===== src/rtl/srtf_pkg.sv =====
package srtf_pkg;

    // Default sizes handed to the top level
    localparam int MAX_JOBS_DEF  = 16;
    localparam int TIME_BITS_DEF = 16;

    // Fixed field widths of the channels and the configuration port
    localparam int FIELD_IDX_W  = 4;
    localparam int FIELD_TIME_W = 16;
    localparam int JOB_COUNT_W  = 5;
    localparam int NOW_W        = 21;
    localparam int SUM_W        = 25;

    localparam logic [JOB_COUNT_W-1:0] JOB_COUNT_RESET = JOB_COUNT_W'(16);
    localparam logic [NOW_W-1:0]       NOW_MAX         = {NOW_W{1'b1}};
    localparam logic [SUM_W-1:0]       SUM_MAX         = {SUM_W{1'b1}};

    // Command codes
    typedef enum logic
    {
        FUNC_LOAD = 1'b0,
        FUNC_TICK = 1'b1
    } func_t;

    // Sequencer states
    typedef enum logic [2:0]
    {
        ST_IDLE,
        ST_SCAN,
        ST_LAST,
        ST_UPDATE,
        ST_ACCUM,
        ST_FINISH
    } srtf_state_t;

    // Control from the sequencer to the selection unit
    typedef struct packed
    {
        logic clear;
        logic compare;
    } pick_ctrl_t;

endpackage


===== src/rtl/srtf_if.sv =====
interface srtf_in_if import srtf_pkg::*; ();
    logic                    valid;
    logic                    ready;
    logic                    func;
    logic [FIELD_IDX_W-1:0]  job_index;
    logic [FIELD_TIME_W-1:0] job_arrival;
    logic [FIELD_TIME_W-1:0] job_burst;

    modport source
    (
        output valid, func, job_index, job_arrival, job_burst,
        input  ready
    );

    modport sink
    (
        input  valid, func, job_index, job_arrival, job_burst,
        output ready
    );
endinterface

interface srtf_out_if import srtf_pkg::*; ();
    logic                   valid;
    logic                   ready;
    logic                   ran_valid;
    logic [FIELD_IDX_W-1:0] ran_index;
    logic                   finished;
    logic [NOW_W-1:0]       completion_time;
    logic [NOW_W-1:0]       turnaround;
    logic [NOW_W-1:0]       waiting;
    logic                   all_done;
    logic [SUM_W-1:0]       total_waiting;
    logic [SUM_W-1:0]       total_turnaround;

    modport source
    (
        output valid, ran_valid, ran_index, finished, completion_time, turnaround,
               waiting, all_done, total_waiting, total_turnaround,
        input  ready
    );

    modport sink
    (
        input  valid, ran_valid, ran_index, finished, completion_time, turnaround,
               waiting, all_done, total_waiting, total_turnaround,
        output ready
    );
endinterface


===== src/rtl/srtf_job_mem.sv =====
module srtf_job_mem import srtf_pkg::*; #(
    parameter int  DEPTH  = MAX_JOBS_DEF,
    parameter int  DATA_W = 3 * TIME_BITS_DEF,
    localparam int ADDR_W = $clog2(DEPTH)
) (
    input  logic              clk,
    input  logic              we,
    input  logic [ADDR_W-1:0] waddr,
    input  logic [DATA_W-1:0] wdata,
    input  logic [ADDR_W-1:0] raddr,
    output logic [DATA_W-1:0] rdata
);

    logic [DATA_W-1:0] mem [DEPTH];

    // Write port
    always_ff @(posedge clk)
    begin
        if (we)
        begin
            mem[waddr] <= wdata;
        end
    end

    // Registered read port
    always_ff @(posedge clk)
    begin
        rdata <= mem[raddr];
    end

endmodule


===== src/rtl/srtf_pick.sv =====
module srtf_pick import srtf_pkg::*; #(
    parameter int TIME_BITS = TIME_BITS_DEF,
    parameter int IDX_W     = $clog2(MAX_JOBS_DEF)
) (
    input  logic                 clk,
    input  logic                 rst_n,
    input  pick_ctrl_t           ctrl,
    input  logic [IDX_W-1:0]     rd_idx,
    input  logic                 rd_busy,
    input  logic [TIME_BITS-1:0] rd_arr,
    input  logic [TIME_BITS-1:0] rd_burst,
    input  logic [TIME_BITS-1:0] rd_rem,
    input  logic [NOW_W-1:0]     now,
    output logic                 best_vld,
    output logic [IDX_W-1:0]     best_idx,
    output logic [TIME_BITS-1:0] best_rem,
    output logic [TIME_BITS-1:0] best_arr,
    output logic [TIME_BITS-1:0] best_burst
);

    localparam int CMP_W = (TIME_BITS > NOW_W) ? TIME_BITS : NOW_W;

    logic                 best_vld_reg;
    logic [IDX_W-1:0]     best_idx_reg;
    logic [TIME_BITS-1:0] best_rem_reg;
    logic [TIME_BITS-1:0] best_arr_reg;
    logic [TIME_BITS-1:0] best_burst_reg;
    logic                 take;

    // Entry is a better candidate: arrived, unfinished, strictly shorter
    assign take = ctrl.compare && rd_busy && (CMP_W'(rd_arr) <= CMP_W'(now)) &&
                  (!best_vld_reg || (rd_rem < best_rem_reg));

    // Track whether any candidate has been seen this tick
    always_ff @(posedge clk or negedge rst_n)
    begin
        if (!rst_n)
        begin
            best_vld_reg <= 1'b0;
        end
        else if (ctrl.clear)
        begin
            best_vld_reg <= 1'b0;
        end
        else if (take)
        begin
            best_vld_reg <= 1'b1;
        end
    end

    // Hold the best entry so far
    always_ff @(posedge clk)
    begin
        if (take)
        begin
            best_idx_reg   <= rd_idx;
            best_rem_reg   <= rd_rem;
            best_arr_reg   <= rd_arr;
            best_burst_reg <= rd_burst;
        end
    end

    assign best_vld   = best_vld_reg;
    assign best_idx   = best_idx_reg;
    assign best_rem   = best_rem_reg;
    assign best_arr   = best_arr_reg;
    assign best_burst = best_burst_reg;

endmodule


===== src/rtl/shortest_remaining_time_scheduler.sv =====
// Preemptive shortest-remaining-time scheduler. A load item (func 0) writes one job entry
// and produces no result. A tick item (func 1) produces one result and occupies the block
// until it is done: the job memory has one read port and the tick walks the active entries
// (the job count, clamped to the table size) through it one per cycle, then passes through
// the states for the last compare, the write-back, the waiting-time subtract and the result.
// A tick that arrives when every active job is done goes straight to the result state. The
// result sits in an output register, so the next item is taken while it waits. No clearing
// pass follows reset.
module shortest_remaining_time_scheduler import srtf_pkg::*; #(
    parameter int MAX_JOBS  = MAX_JOBS_DEF,
    parameter int TIME_BITS = TIME_BITS_DEF
) (
    input  logic                   clk,
    input  logic                   rst_n,
    input  logic                   job_count_we,
    input  logic [JOB_COUNT_W-1:0] job_count_wdata,
    srtf_in_if.sink                cmd,
    srtf_out_if.source             result
);

    localparam int IDX_W   = $clog2(MAX_JOBS);
    localparam int CNT_W   = $clog2(MAX_JOBS + 1);
    localparam int ENTRY_W = 3 * TIME_BITS;
    localparam int CMP_W   = (TIME_BITS > NOW_W) ? TIME_BITS : NOW_W;

    srtf_state_t state_reg, state_next;

    logic [JOB_COUNT_W-1:0] job_count_reg;
    logic [CNT_W-1:0]       active_n;
    logic [MAX_JOBS-1:0]    active_mask;
    logic [MAX_JOBS-1:0]    busy_reg;
    logic                   all_done;

    logic [IDX_W-1:0] scan_addr_reg, scan_addr_next;
    logic [IDX_W-1:0] rd_idx_reg;
    logic             rd_vld_reg;

    logic [NOW_W-1:0] now_reg;
    logic [NOW_W-1:0] now_inc;
    logic [NOW_W-1:0] tat_reg;
    logic [NOW_W-1:0] wt_reg;
    logic             fin_reg;
    logic [CMP_W-1:0] tat_diff;
    logic [CMP_W-1:0] wt_diff;
    logic [SUM_W-1:0] sum_wait_reg;
    logic [SUM_W-1:0] sum_tat_reg;
    logic [SUM_W:0]   wait_add;
    logic [SUM_W:0]   tat_add;
    logic [SUM_W-1:0] sum_wait_next;
    logic [SUM_W-1:0] sum_tat_next;

    logic cmd_ready;
    logic cmd_accept;
    logic leave;
    logic is_load;
    logic load_ok;

    logic [IDX_W+FIELD_IDX_W-1:0]      load_idx_ext;
    logic [TIME_BITS+FIELD_TIME_W-1:0] load_arr_ext;
    logic [TIME_BITS+FIELD_TIME_W-1:0] load_burst_ext;
    logic [IDX_W-1:0]                  load_addr;
    logic [TIME_BITS-1:0]              load_arr;
    logic [TIME_BITS-1:0]              load_burst;

    logic               mem_we;
    logic [IDX_W-1:0]   mem_waddr;
    logic [ENTRY_W-1:0] mem_wdata;
    logic [ENTRY_W-1:0] mem_rdata;

    pick_ctrl_t           pick_ctrl;
    logic                 best_vld;
    logic [IDX_W-1:0]     best_idx;
    logic [TIME_BITS-1:0] best_rem;
    logic [TIME_BITS-1:0] best_arr;
    logic [TIME_BITS-1:0] best_burst;
    logic                 best_last;
    logic [IDX_W+FIELD_IDX_W-1:0] best_idx_ext;

    logic                   out_vld_reg;
    logic                   out_ran_reg;
    logic [FIELD_IDX_W-1:0] out_idx_reg;
    logic                   out_fin_reg;
    logic [NOW_W-1:0]       out_comp_reg;
    logic [NOW_W-1:0]       out_tat_reg;
    logic [NOW_W-1:0]       out_wt_reg;
    logic                   out_all_reg;
    logic [SUM_W-1:0]       out_twait_reg;
    logic [SUM_W-1:0]       out_ttat_reg;

    // Configuration register
    always_ff @(posedge clk or negedge rst_n)
    begin
        if (!rst_n)
        begin
            job_count_reg <= JOB_COUNT_RESET;
        end
        else if (job_count_we)
        begin
            job_count_reg <= job_count_wdata;
        end
    end

    // Clamp the job count to the table and mark the entries in use
    assign active_n = (int'(job_count_reg) > MAX_JOBS) ? CNT_W'(MAX_JOBS)
                                                        : CNT_W'(job_count_reg);

    for (genvar g = 0; g < MAX_JOBS; g++)
    begin : g_active
        assign active_mask[g] = (g < int'(active_n));
    end

    assign all_done = ~|(busy_reg & active_mask);

    // Decode a load item
    assign cmd_accept     = cmd.valid && cmd_ready;
    assign is_load        = cmd_accept && (cmd.func == FUNC_LOAD);
    assign load_ok        = int'(cmd.job_index) < MAX_JOBS;
    assign load_idx_ext   = {{IDX_W{1'b0}}, cmd.job_index};
    assign load_arr_ext   = {{TIME_BITS{1'b0}}, cmd.job_arrival};
    assign load_burst_ext = {{TIME_BITS{1'b0}}, cmd.job_burst};
    assign load_addr      = load_idx_ext[IDX_W-1:0];
    assign load_arr       = load_arr_ext[TIME_BITS-1:0];
    assign load_burst     = load_burst_ext[TIME_BITS-1:0];

    assign best_last = best_vld && (best_rem == TIME_BITS'(1));

    // Memory write: a load in idle, or the served entry's write-back
    always_comb
    begin
        if (state_reg == ST_UPDATE)
        begin
            mem_we    = best_vld;
            mem_waddr = best_idx;
            mem_wdata = {best_arr, best_burst, best_rem - TIME_BITS'(1)};
        end
        else
        begin
            mem_we    = is_load && load_ok;
            mem_waddr = load_addr;
            mem_wdata = {load_arr, load_burst, load_burst};
        end
    end

    srtf_job_mem #(
        .DEPTH  (MAX_JOBS),
        .DATA_W (ENTRY_W)
    ) u_job_mem (
        .clk   (clk),
        .we    (mem_we),
        .waddr (mem_waddr),
        .wdata (mem_wdata),
        .raddr (scan_addr_reg),
        .rdata (mem_rdata)
    );

    srtf_pick #(
        .TIME_BITS (TIME_BITS),
        .IDX_W     (IDX_W)
    ) u_pick (
        .clk        (clk),
        .rst_n      (rst_n),
        .ctrl       (pick_ctrl),
        .rd_idx     (rd_idx_reg),
        .rd_busy    (busy_reg[rd_idx_reg]),
        .rd_arr     (mem_rdata[ENTRY_W-1 -: TIME_BITS]),
        .rd_burst   (mem_rdata[2*TIME_BITS-1 -: TIME_BITS]),
        .rd_rem     (mem_rdata[TIME_BITS-1:0]),
        .now        (now_reg),
        .best_vld   (best_vld),
        .best_idx   (best_idx),
        .best_rem   (best_rem),
        .best_arr   (best_arr),
        .best_burst (best_burst)
    );

    // Unfinished flag per entry: set by a nonzero load, cleared by a zero load or on completion
    always_ff @(posedge clk or negedge rst_n)
    begin
        if (!rst_n)
        begin
            busy_reg <= '0;
        end
        else if (is_load && load_ok)
        begin
            busy_reg[load_addr] <= |load_burst;
        end
        else if ((state_reg == ST_UPDATE) && best_last)
        begin
            busy_reg[best_idx] <= 1'b0;
        end
    end

    // Sequencer state register
    always_ff @(posedge clk or negedge rst_n)
    begin
        if (!rst_n)
        begin
            state_reg     <= ST_IDLE;
            scan_addr_reg <= '0;
            rd_vld_reg    <= 1'b0;
            rd_idx_reg    <= '0;
        end
        else
        begin
            state_reg     <= state_next;
            scan_addr_reg <= scan_addr_next;
            rd_vld_reg    <= (state_reg == ST_SCAN);
            rd_idx_reg    <= scan_addr_reg;
        end
    end

    // Sequencer next state and controls
    always_comb
    begin
        state_next     = state_reg;
        scan_addr_next = scan_addr_reg;
        pick_ctrl      = '0;
        cmd_ready      = 1'b0;
        leave          = 1'b0;
        unique case (state_reg)
            ST_IDLE:
            begin
                cmd_ready = 1'b1;
                if (cmd.valid && (cmd.func == FUNC_TICK))
                begin
                    pick_ctrl.clear = 1'b1;
                    scan_addr_next  = '0;
                    state_next      = all_done ? ST_FINISH : ST_SCAN;
                end
            end
            ST_SCAN:
            begin
                pick_ctrl.compare = rd_vld_reg;
                if ((CNT_W'(scan_addr_reg) + CNT_W'(1)) == active_n)
                begin
                    state_next = ST_LAST;
                end
                else
                begin
                    scan_addr_next = scan_addr_reg + IDX_W'(1);
                end
            end
            ST_LAST:
            begin
                pick_ctrl.compare = 1'b1;
                state_next        = ST_UPDATE;
            end
            ST_UPDATE:
            begin
                state_next = ST_ACCUM;
            end
            ST_ACCUM:
            begin
                state_next = ST_FINISH;
            end
            ST_FINISH:
            begin
                if (!out_vld_reg || result.ready)
                begin
                    leave      = 1'b1;
                    state_next = ST_IDLE;
                end
            end
            default:
            begin
                state_next = ST_IDLE;
            end
        endcase
    end

    assign cmd.ready = cmd_ready;

    // Time arithmetic
    assign now_inc  = (now_reg == NOW_MAX) ? now_reg : now_reg + NOW_W'(1);
    assign tat_diff = CMP_W'(now_inc) - CMP_W'(best_arr);
    assign wt_diff  = CMP_W'(tat_reg) - CMP_W'(best_burst);

    // Advance time, compute turnaround and waiting of a finishing job
    always_ff @(posedge clk or negedge rst_n)
    begin
        if (!rst_n)
        begin
            now_reg <= '0;
            tat_reg <= '0;
            wt_reg  <= '0;
            fin_reg <= 1'b0;
        end
        else if (cmd_accept && (cmd.func == FUNC_TICK))
        begin
            tat_reg <= '0;
            wt_reg  <= '0;
            fin_reg <= 1'b0;
        end
        else if (state_reg == ST_UPDATE)
        begin
            now_reg <= now_inc;
            fin_reg <= best_last;
            tat_reg <= best_last ? tat_diff[NOW_W-1:0] : '0;
        end
        else if (state_reg == ST_ACCUM)
        begin
            wt_reg <= (CMP_W'(tat_reg) > CMP_W'(best_burst)) ? wt_diff[NOW_W-1:0] : '0;
        end
    end

    // Saturating running totals
    assign wait_add      = {1'b0, sum_wait_reg} + (SUM_W + 1)'(wt_reg);
    assign tat_add       = {1'b0, sum_tat_reg} + (SUM_W + 1)'(tat_reg);
    assign sum_wait_next = wait_add[SUM_W] ? SUM_MAX : wait_add[SUM_W-1:0];
    assign sum_tat_next  = tat_add[SUM_W] ? SUM_MAX : tat_add[SUM_W-1:0];

    always_ff @(posedge clk or negedge rst_n)
    begin
        if (!rst_n)
        begin
            sum_wait_reg <= '0;
            sum_tat_reg  <= '0;
        end
        else if (leave)
        begin
            sum_wait_reg <= sum_wait_next;
            sum_tat_reg  <= sum_tat_next;
        end
    end

    // Output register valid
    always_ff @(posedge clk or negedge rst_n)
    begin
        if (!rst_n)
        begin
            out_vld_reg <= 1'b0;
        end
        else if (leave)
        begin
            out_vld_reg <= 1'b1;
        end
        else if (result.ready)
        begin
            out_vld_reg <= 1'b0;
        end
    end

    assign best_idx_ext = {{FIELD_IDX_W{1'b0}}, best_idx};

    // Output register payload
    always_ff @(posedge clk)
    begin
        if (leave)
        begin
            out_ran_reg   <= best_vld;
            out_idx_reg   <= best_vld ? best_idx_ext[FIELD_IDX_W-1:0] : '0;
            out_fin_reg   <= fin_reg;
            out_comp_reg  <= now_reg;
            out_tat_reg   <= tat_reg;
            out_wt_reg    <= wt_reg;
            out_all_reg   <= all_done;
            out_twait_reg <= sum_wait_next;
            out_ttat_reg  <= sum_tat_next;
        end
    end

    assign result.valid            = out_vld_reg;
    assign result.ran_valid        = out_ran_reg;
    assign result.ran_index        = out_idx_reg;
    assign result.finished         = out_fin_reg;
    assign result.completion_time  = out_comp_reg;
    assign result.turnaround       = out_tat_reg;
    assign result.waiting          = out_wt_reg;
    assign result.all_done         = out_all_reg;
    assign result.total_waiting    = out_twait_reg;
    assign result.total_turnaround = out_ttat_reg;

    // Time never runs backward
    a_now_monotonic: assert property (@(posedge clk) disable iff (!rst_n)
        now_reg >= $past(now_reg))
        else $error("scheduler time decreased");

    // Totals never shrink
    a_sum_monotonic: assert property (@(posedge clk) disable iff (!rst_n)
        (sum_tat_reg >= $past(sum_tat_reg)) && (sum_wait_reg >= $past(sum_wait_reg)))
        else $error("running totals decreased");

    // A job served on its last unit of time leaves the unfinished set
    a_finish_clears: assert property (@(posedge clk) disable iff (!rst_n)
        ((state_reg == ST_UPDATE) && best_last) |=> !busy_reg[$past(best_idx)])
        else $error("finished job still marked unfinished");

    // A completion is only reported for a served job, with waiting within turnaround
    a_finish_consistent: assert property (@(posedge clk) disable iff (!rst_n)
        (result.valid && result.finished) |->
            (result.ran_valid && (result.waiting <= result.turnaround)))
        else $error("inconsistent completion result");

endmodule


===== src/flat_wrapper.sv =====
// flat-port wrapper written by rule: the top's interface ports become plain ports
module shortest_remaining_time_scheduler_flat import srtf_pkg::*;
#(
    parameter int MAX_JOBS  = MAX_JOBS_DEF,
    parameter int TIME_BITS = TIME_BITS_DEF
)
  (clk, rst_n, job_count_we, job_count_wdata, cmd_valid, cmd_func, cmd_job_index, cmd_job_arrival, cmd_job_burst, cmd_ready, result_valid, result_ran_valid, result_ran_index, result_finished, result_completion_time, result_turnaround, result_waiting, result_all_done, result_total_waiting, result_total_turnaround, result_ready);
  srtf_in_if cmd_i ();
  srtf_out_if result_i ();
  input  logic clk;
  input  logic rst_n;
  input  logic job_count_we;
  input  logic [JOB_COUNT_W-1:0] job_count_wdata;
  input wire logic [$bits(cmd_i.valid)-1:0] cmd_valid;
  input wire logic [$bits(cmd_i.func)-1:0] cmd_func;
  input wire logic [$bits(cmd_i.job_index)-1:0] cmd_job_index;
  input wire logic [$bits(cmd_i.job_arrival)-1:0] cmd_job_arrival;
  input wire logic [$bits(cmd_i.job_burst)-1:0] cmd_job_burst;
  output wire logic [$bits(cmd_i.ready)-1:0] cmd_ready;
  output wire logic [$bits(result_i.valid)-1:0] result_valid;
  output wire logic [$bits(result_i.ran_valid)-1:0] result_ran_valid;
  output wire logic [$bits(result_i.ran_index)-1:0] result_ran_index;
  output wire logic [$bits(result_i.finished)-1:0] result_finished;
  output wire logic [$bits(result_i.completion_time)-1:0] result_completion_time;
  output wire logic [$bits(result_i.turnaround)-1:0] result_turnaround;
  output wire logic [$bits(result_i.waiting)-1:0] result_waiting;
  output wire logic [$bits(result_i.all_done)-1:0] result_all_done;
  output wire logic [$bits(result_i.total_waiting)-1:0] result_total_waiting;
  output wire logic [$bits(result_i.total_turnaround)-1:0] result_total_turnaround;
  input wire logic [$bits(result_i.ready)-1:0] result_ready;
  assign cmd_i.valid = cmd_valid;
  assign cmd_i.func = cmd_func;
  assign cmd_i.job_index = cmd_job_index;
  assign cmd_i.job_arrival = cmd_job_arrival;
  assign cmd_i.job_burst = cmd_job_burst;
  assign cmd_ready = cmd_i.ready;
  assign result_valid = result_i.valid;
  assign result_ran_valid = result_i.ran_valid;
  assign result_ran_index = result_i.ran_index;
  assign result_finished = result_i.finished;
  assign result_completion_time = result_i.completion_time;
  assign result_turnaround = result_i.turnaround;
  assign result_waiting = result_i.waiting;
  assign result_all_done = result_i.all_done;
  assign result_total_waiting = result_i.total_waiting;
  assign result_total_turnaround = result_i.total_turnaround;
  assign result_i.ready = result_ready;
  shortest_remaining_time_scheduler #(.MAX_JOBS(MAX_JOBS), .TIME_BITS(TIME_BITS)) u_core (.clk(clk), .rst_n(rst_n), .job_count_we(job_count_we), .job_count_wdata(job_count_wdata), .cmd(cmd_i), .result(result_i));
endmodule

===== config.mk =====
export PLATFORM = sky130hd
export DESIGN_NAME = shortest_remaining_time_scheduler_flat
export DESIGN_NICKNAME = d
export VERILOG_FILES = /design/src/rtl/srtf_pkg.sv /design/src/rtl/srtf_if.sv /design/src/rtl/srtf_job_mem.sv /design/src/rtl/srtf_pick.sv /design/src/rtl/shortest_remaining_time_scheduler.sv /design/src/flat_wrapper.sv
export SDC_FILE = /design/constraint.sdc
export NUM_CORES = 2
export LEC_CHECK = 0
export BUFFER_PORTS_ARGS = -buffer_cell sky130_fd_sc_hd__buf_2
export CAP_MARGIN = 20
export CORE_MARGIN = 2
export CORE_UTILIZATION = 40
export CTS_CLUSTER_DIAMETER = 150
export DETAILED_ROUTE_END_ITERATION = 12
export HOLD_SLACK_MARGIN = 0.06
export RECOVER_POWER = 50
export SLEW_MARGIN = 40
export SYNTH_ARGS = -nofsm -noshare
export SYNTH_HDL_FRONTEND = slang
export SYNTH_SLANG_ARGS = --single-unit
export TNS_END_PERCENT = 20

===== constraint.sdc =====
create_clock -name clk -period 5.3 [get_ports clk]
set_clock_uncertainty 0.2 [all_clocks]
set_input_delay 0.265 -clock clk [delete_from_list [all_inputs] [get_ports clk]]
set_output_delay 0.265 -clock clk [all_outputs]
set_load 0.01 [all_outputs]

# Word level (Yosys, flattened, before mapping)
# Memory sizes are Yosys's and may differ from the RTL's. A register that Yosys moved wholly into a read port is not among the register bits.
# Index checks and enable logic that the tools add are counted.
[op_classes]
add_sub_neg = 8
order_cmp = 25
eq_ne = 13
n_mux = 45
bitwise = 5
reduce_logical = 29
[op_table]
columns = ["op", "count"]
rows = [
  ["2-to-1 mux 21 bit", 8],
  ["adder 25 x 21 -> 26 bit", 2],
  ["2-to-1 mux 25 bit", 2],
  ["2-to-1 mux 48 bit", 1],
  ["subtractor 21 x 16 -> 21 bit", 2],
  ["< comparator 4 x 5 -> 1 bit (first input constant)", 8],
  ["AND 16 bit", 2],
  ["2-to-1 mux 16 bit", 2],
  ["OR reduction 16 bit", 2],
  ["adder 21 x 1 -> 21 bit (second input constant)", 1],
  ["== test 21 bit (second input constant)", 1],
  ["greater-than comparator 21 x 16 -> 1 bit", 1],
  ["<= comparator 16 x 21 -> 1 bit", 1],
  ["< comparator 3 x 5 -> 1 bit (first input constant)", 4],
  ["one-hot mux 3 bit (6 select lines)", 1],
  ["2-to-1 mux 1 bit", 17],
  ["bitwise mux 16 bit", 1],
  ["== test 16 x 1 -> 1 bit (second input constant)", 1],
  ["< comparator 16 bit", 1],
  ["inverter 16 bit", 1],
  ["subtractor 16 x 1 -> 16 bit (second input constant)", 1],
  ["< comparator 4 x 5 -> 1 bit (second input constant)", 3],
  ["2-to-1 mux 3 bit", 4],
  ["2-to-1 mux 4 bit", 3],
  ["25 further kinds", 55],
]
[word_totals]
reg_bits = 321
ramBits = 768
inputBits = 47
output_inout_bits = 122
wordCells = 153
n_memories = 1
[memory_table]
columns = ["memory", "depth", "word_bits", "rd", "rd_clocked_by_memory_dff", "write_ports", "line", "text"]
rows = [
  ["u_core.u_job_mem.mem", 16, 48, 1, 1, 1, "srtf_job_mem.sv:14", "logic [DATA_W-1:0] mem [DEPTH];"],
]

# Logic depth before layout (Yosys ltp)
[logic_depth]
ltp_word = 8
ltp_mapped = 17
ltp_nobuf = 16

# Hierarchy
# From an unflattened synthesis, not the netlist that was laid out.
[hier_totals]
cells_unflattened = 2933
area_unflattened_um2 = 47329.1
[modules_own_cells]
columns = ["mod", "instances", "cells_per_inst", "area_per_inst_um2", "seq_area_each_um2"]
rows = [
  ["srtf_job_mem", 1, 1242, 29694.7, 24023.0],
  ["shortest_remaining_time_scheduler", 1, 1523, 15222.1, 7308.3],
  ["srtf_pick", 1, 168, 2412.3, 1586.5],
]

# Worst setup path after synthesis
# No wires, ideal clock.
[synth_path]
path_type = "reg2reg"
startpoint = "register u_core.state_reg[0]"
endpoint = "register u_core.sum_tat_reg[10]"
setup_time_ns = 0.312
arrival_ns = 4.899
required_time_ns = 4.788
setup_slack_ns = -0.111
path_stages_with_launch = 7
path_buffers = 2
period_less_slack_ns = 5.411
path_cell_list = "dfrtp_1 -> nor2b_1 -> nand3_1 -> clkinv_1 -> clkbuf_1 -> clkbuf_1 -> a31oi_1"
[synth_between]
elab_chain_cells = 2
[synth_rtl]
columns = ["item", "line", "text"]
rows = [
  ["start, declared", "shortest_remaining_time_scheduler.sv:26", "srtf_state_t state_reg, state_next;"],
  ["start signal, assigned", "shortest_remaining_time_scheduler.sv:205", "state_reg <= state_next;"],
  ["== test 3 bit", "shortest_remaining_time_scheduler.sv:220", "unique case (state_reg)"],
  ["2-to-1 mux 1 bit", "shortest_remaining_time_scheduler.sv:220", ""],
  ["net u_core.leave", "shortest_remaining_time_scheduler.sv:54", "logic leave;"],
  ["end signal, assigned", "shortest_remaining_time_scheduler.sv:322", "sum_tat_reg <= sum_tat_next;"],
  ["end, declared", "shortest_remaining_time_scheduler.sv:46", "logic [SUM_W-1:0] sum_tat_reg;"],
]
# The timed path passes the listed nets, and every way through them passes these cells.
# A chain may end at the register's enable or synchronous reset.

==> results.json <==
{
  "clk_latency_ns": 0.71,
  "compound_gate_portion_of_the_synthesized_area_pct": 8.78,
  "xor_xnor_cell_area_share_of_the_yosys_netlist_pct": 2.21,
  "postLayoutSetupSlackWorst_ns": 0.692,
  "cts-buffers-inserted": 112,
  "groute.usage.overall_pct": 19.6,
  "area.growth.synth_to_final_pct": 15.6,
  "post-route-drc-count": 0,
  "tritoncts_clock_tree": "built",
  "slew_viol_final": 301,
  "layout.nets": 3661,
  "min_period_over_period_pct": 86.9,
  "route.vias.total": 28300,
  "muxShareOfSynthArea_pct": 9.45,
  "fraction_of_layout_instances_using_a_drive_strength_above_1_pct": 13.8,
  "die-width_um": 350,
  "htree_num_levels": 3,
  "drt.antenna.violating_nets": 0,
  "period_needed_ns": 4.61,
  "ys_warns": 0,
  "wl_um": 121000,
  "top_regs": "u_core.u_job_mem.mem: 768 flops, u_core.u_job_mem.rdata: 48 flops",
  "power.density_nw_per_um2": 466,
  "synth_fa_ha_area_share_pct": 3.04,
  "numPortBuffers": 168,
  "worstMarginPinSlew_ns": 3.28,
  "grt_overflow": 0,
  "drt_iter0_drcs": 2389,
  "avgRoutedWirePerCell_um": 23.3,
  "die_area_um2": 122000,
  "syn_inst": 3211,
  "core.rowCount": 126,
  "synth-async-reset-ratio_pct": 13.1,
  "setup_violations": 0,
  "startpoint_type": "flop",
  "antenna_violations_before_repair": 3,
  "detailedRoute.firstPassIterationCount": 8,
  "initial_utilization_pct": 40.4,
  "clk_pin_slew_ns": 0.07,
  "cts.repair_timing.setup_buffer_count": 0,
  "seq_cells_post_synth": 1137,
  "worst_hold_path_type": "input port to flop",
  "syn-mean-instance-area_um2": 14.9,
  "synth_seq_area_share_pct": 68.8,
  "instances_no_fill": 5202,
  "cts.sinks": 1137,
  "arrival_ns": 5.02,
  "synth_nets": 3371,
  "placed_cells_incl_taps": 4937,
  "pin_count_of_the_biggest_net_entering_global_routing": 154,
  "status": "finished with violations",
  "maxCapViolations": 7,
  "regMostFlops": "u_core.u_job_mem.mem",
  "synth_edf_count": 940,
  "ctsRootBufferMaster": "sky130_fd_sc_hd__clkbuf_16",
  "total_leakage_power_nw": 19.3,
  "via_per_inst": 5.44,
  "finalWeightedCongestion": 0.869,
  "worstPathRequired_ns": 5.71,
  "max-vdd-ir-drop_mv": 0.282,
  "detailedPlace.worstSlack_ns": 0.797,
  "ios": 169,
  "critical_path.max_fanout": 56,
  "max-slew-margin-rel_pct": -119,
  "buffer_depth_of_the_longest_clock_path": 3,
  "yosys.area_share.simple_pct": 5.82,
  "vias_in_the_first_global_route": 27900,
  "netlist_area_um2": 47900,
  "grt_first_pass_wirelength_um": 179000,
  "setup_repair_after_global_routing_missed_its_margin": "false",
  "largest_register_ff_count": 768,
  "violations_in_the_final_reports": "capacitance limit, slew limit",
  "floorplan.core_area_um2": 118000,
  "fp.dieH_um": 350,
  "main_combinational_cell_family_by_area_after_synthesis": "multiplexers",
  "critPathKind": "flop to flop",
  "fmax_ghz": 0.217,
  "final.setup.tns_ns": 0,
  "ys.flop_type": "sky130_fd_sc_hd__edfxtp_1",
  "hold_fails_final_rpt": 0,
  "yosys.cell_types.count": 77,
  "crit_path_end_kind": "flop",
  "dp.final_hpwl_um": 73400
}
## worst paths after layout
path / from / endpoint / slack (ns) / depth (start not counted)
max: u_core.scan_addr_reg[3] / u_core.u_job_mem.rdata[33] / 0.69 / 5
min: cmd_job_burst[15] / u_core.u_job_mem.mem[4][31] / 0.12 / 3
max reg2reg: u_core.scan_addr_reg[3] / u_core.u_job_mem.rdata[33] / 0.69 / 5
min reg2reg: u_core.u_job_mem.rdata[21] / u_core.u_pick.best_burst[5] / 0.19 / 0
max in group asynchronous: rst_n / u_core.tat_reg[5] / 1.14 / 4
min in group asynchronous: rst_n / u_core.sum_wait_reg[3] / 1.54 / 4
## cell usage after synthesis (7+ instances only)
cell type | number | area [um^2]
sky130_fd_sc_hd__edfxtp_1 | 940 | 28200
sky130_fd_sc_hd__o21ai_0 | 258 | 1290
sky130_fd_sc_hd__nand2_1 | 242 | 908
sky130_fd_sc_hd__a21oi_1 | 158 | 791
sky130_fd_sc_hd__mux2i_1 | 149 | 1490
sky130_fd_sc_hd__dfrtp_1 | 148 | 3700
sky130_fd_sc_hd__nor2_1 | 143 | 537
sky130_fd_sc_hd__ha_1 | 109 | 1360
sky130_fd_sc_hd__mux4_2 | 101 | 2270
sky130_fd_sc_hd__clkbuf_1 | 97 | 364
sky130_fd_sc_hd__xnor2_1 | 91 | 797
sky130_fd_sc_hd__inv_1 | 87 | 327
sky130_fd_sc_hd__mux2_2 | 66 | 743
sky130_fd_sc_hd__a31oi_1 | 52 | 325
sky130_fd_sc_hd__a22oi_1 | 49 | 368
sky130_fd_sc_hd__a221oi_1 | 48 | 420
sky130_fd_sc_hd__dfxtp_1 | 48 | 961
sky130_fd_sc_hd__nand3_1 | 39 | 195
sky130_fd_sc_hd__nor3_1 | 30 | 150
sky130_fd_sc_hd__xor2_1 | 30 | 263
sky130_fd_sc_hd__nor2b_1 | 27 | 169
sky130_fd_sc_hd__o21a_1 | 24 | 180
sky130_fd_sc_hd__nand2b_1 | 23 | 144
sky130_fd_sc_hd__buf_1 | 21 | 78.8
sky130_fd_sc_hd__a21o_1 | 20 | 150
sky130_fd_sc_hd__and2_1 | 16 | 100
sky130_fd_sc_hd__nand4_1 | 15 | 93.8
sky130_fd_sc_hd__buf_2 | 14 | 70.1
sky130_fd_sc_hd__nor4_1 | 14 | 87.6
sky130_fd_sc_hd__and3_1 | 13 | 81.3
sky130_fd_sc_hd__a211oi_1 | 10 | 75.1
sky130_fd_sc_hd__o31ai_1 | 9 | 67.6
sky130_fd_sc_hd__a22o_1 | 8 | 70.1
sky130_fd_sc_hd__or3_1 | 8 | 50.1
sky130_fd_sc_hd__a41oi_1 | 7 | 61.3
sky130_fd_sc_hd__o21ai_1 | 7 | 35.0
sky130_fd_sc_hd__o21bai_1 | 7 | 52.6
## metrics by stage
step	util [%]	hold WS [ns]	power [mW]	cell area (um^2)
2_1_floorplan	-	-0.231	15.5	47900
3_3_place_gp	43.3	0.0825	17.7	51300
5_1_grt	46.7	0.136	27.0	55300
4_1_cts	47.0	0.0659	26.0	55700
6_report	46.7	0.122	25.8	55300
3_5_place_dp	43.3	0.0830	17.7	51300
## critical path, cell delays in order, from the launching register on
cell                       delay [ns]
sky130_fd_sc_hd__dfrtp_1         2.18
sky130_fd_sc_hd__clkbuf_2        1.27
sky130_fd_sc_hd__o21ai_0         0.23
sky130_fd_sc_hd__a21oi_1         0.28
sky130_fd_sc_hd__a22oi_1         0.13
sky130_fd_sc_hd__nand2_1         0.16
## power breakdown
| part | switching (mW) | total, mW | leakage (nW) | internal (mW) |
|---|---|---|---|---|
| clock | 3.50 | 8.29 | 1.90 | 4.79 |
| combinational | 3.46 | 5.89 | 6.59 | 2.43 |
| sequential | 0.656 | 11.6 | 10.8 | 11.0 |
## routing by layer
layer  up-vias  wire [um]  global-route usage, %
met5         -          0                      0
met4         0       2690                   5.13
met3       149       7540                   3.91
met2       801      59100                   32.9
met1     14400      51600                   25.9
li1      13000          -                      -
## final cells by class
type	count	area, um^2
multi-input cells	1847	14200
clock buffers	137	3000
clock inverters	77	893
inverters	88	343
fillers	10300	63100
repair buffers	315	1980
diodes	1	2.50
well taps	1600	2000
flip-flops and latches	1137	32900
## cell usage in the layout (no fill, tap or decap), types with 16 or more instances in the layout
cell type                       count
sky130_fd_sc_hd__clkbuf_1         178
sky130_fd_sc_hd__clkinv_2          24
sky130_fd_sc_hd__a21o_1            20
sky130_fd_sc_hd__nand2_1          242
sky130_fd_sc_hd__clkbuf_16        112
sky130_fd_sc_hd__nor3_1            30
sky130_fd_sc_hd__xor2_1            30
sky130_fd_sc_hd__buf_2             45
sky130_fd_sc_hd__a21oi_1          157
sky130_fd_sc_hd__o21ai_0          258
sky130_fd_sc_hd__dfrtp_1          148
sky130_fd_sc_hd__a31oi_1           51
sky130_fd_sc_hd__nand3_1           39
sky130_fd_sc_hd__mux4_2           101
sky130_fd_sc_hd__dlygate4sd3_1     49
sky130_fd_sc_hd__a221oi_1          48
sky130_fd_sc_hd__nor2_4            16
sky130_fd_sc_hd__edfxtp_1         940
sky130_fd_sc_hd__mux2i_1          147
sky130_fd_sc_hd__nor2b_1           26
sky130_fd_sc_hd__dfxtp_1           48
sky130_fd_sc_hd__nor2_1           127
sky130_fd_sc_hd__buf_4             36
sky130_fd_sc_hd__o21a_1            24
sky130_fd_sc_hd__a22oi_1           49
sky130_fd_sc_hd__buf_12            18
sky130_fd_sc_hd__inv_1             87
sky130_fd_sc_hd__nand2b_1          23
sky130_fd_sc_hd__mux2_2            66
sky130_fd_sc_hd__ha_1             109
sky130_fd_sc_hd__xnor2_1           91
## cells by family (layout without fill, tap and decap cells)
| family | count (synthesis) | in the layout |
|---|---|---|
| XOR/XNOR | 121 | 121 |
| flip-flops | 1137 | 1137 |
| AO/OA/AOI/OAI | 694 | 694 |
| adder cells (fa/ha/maj) | 114 | 114 |
| AND/OR/NAND/NOR | 601 | 601 |
| other | 0 | 1 |
| multiplexers | 317 | 317 |
| buffers and inverters | 227 | 617 |
## timing repair
item / in CTS / in global routing
hold buffers: 50 / 0
resized for setup: 0 / 0
hold endpoints to repair: 486 / 0
Power figures use the tool's default switching activity.
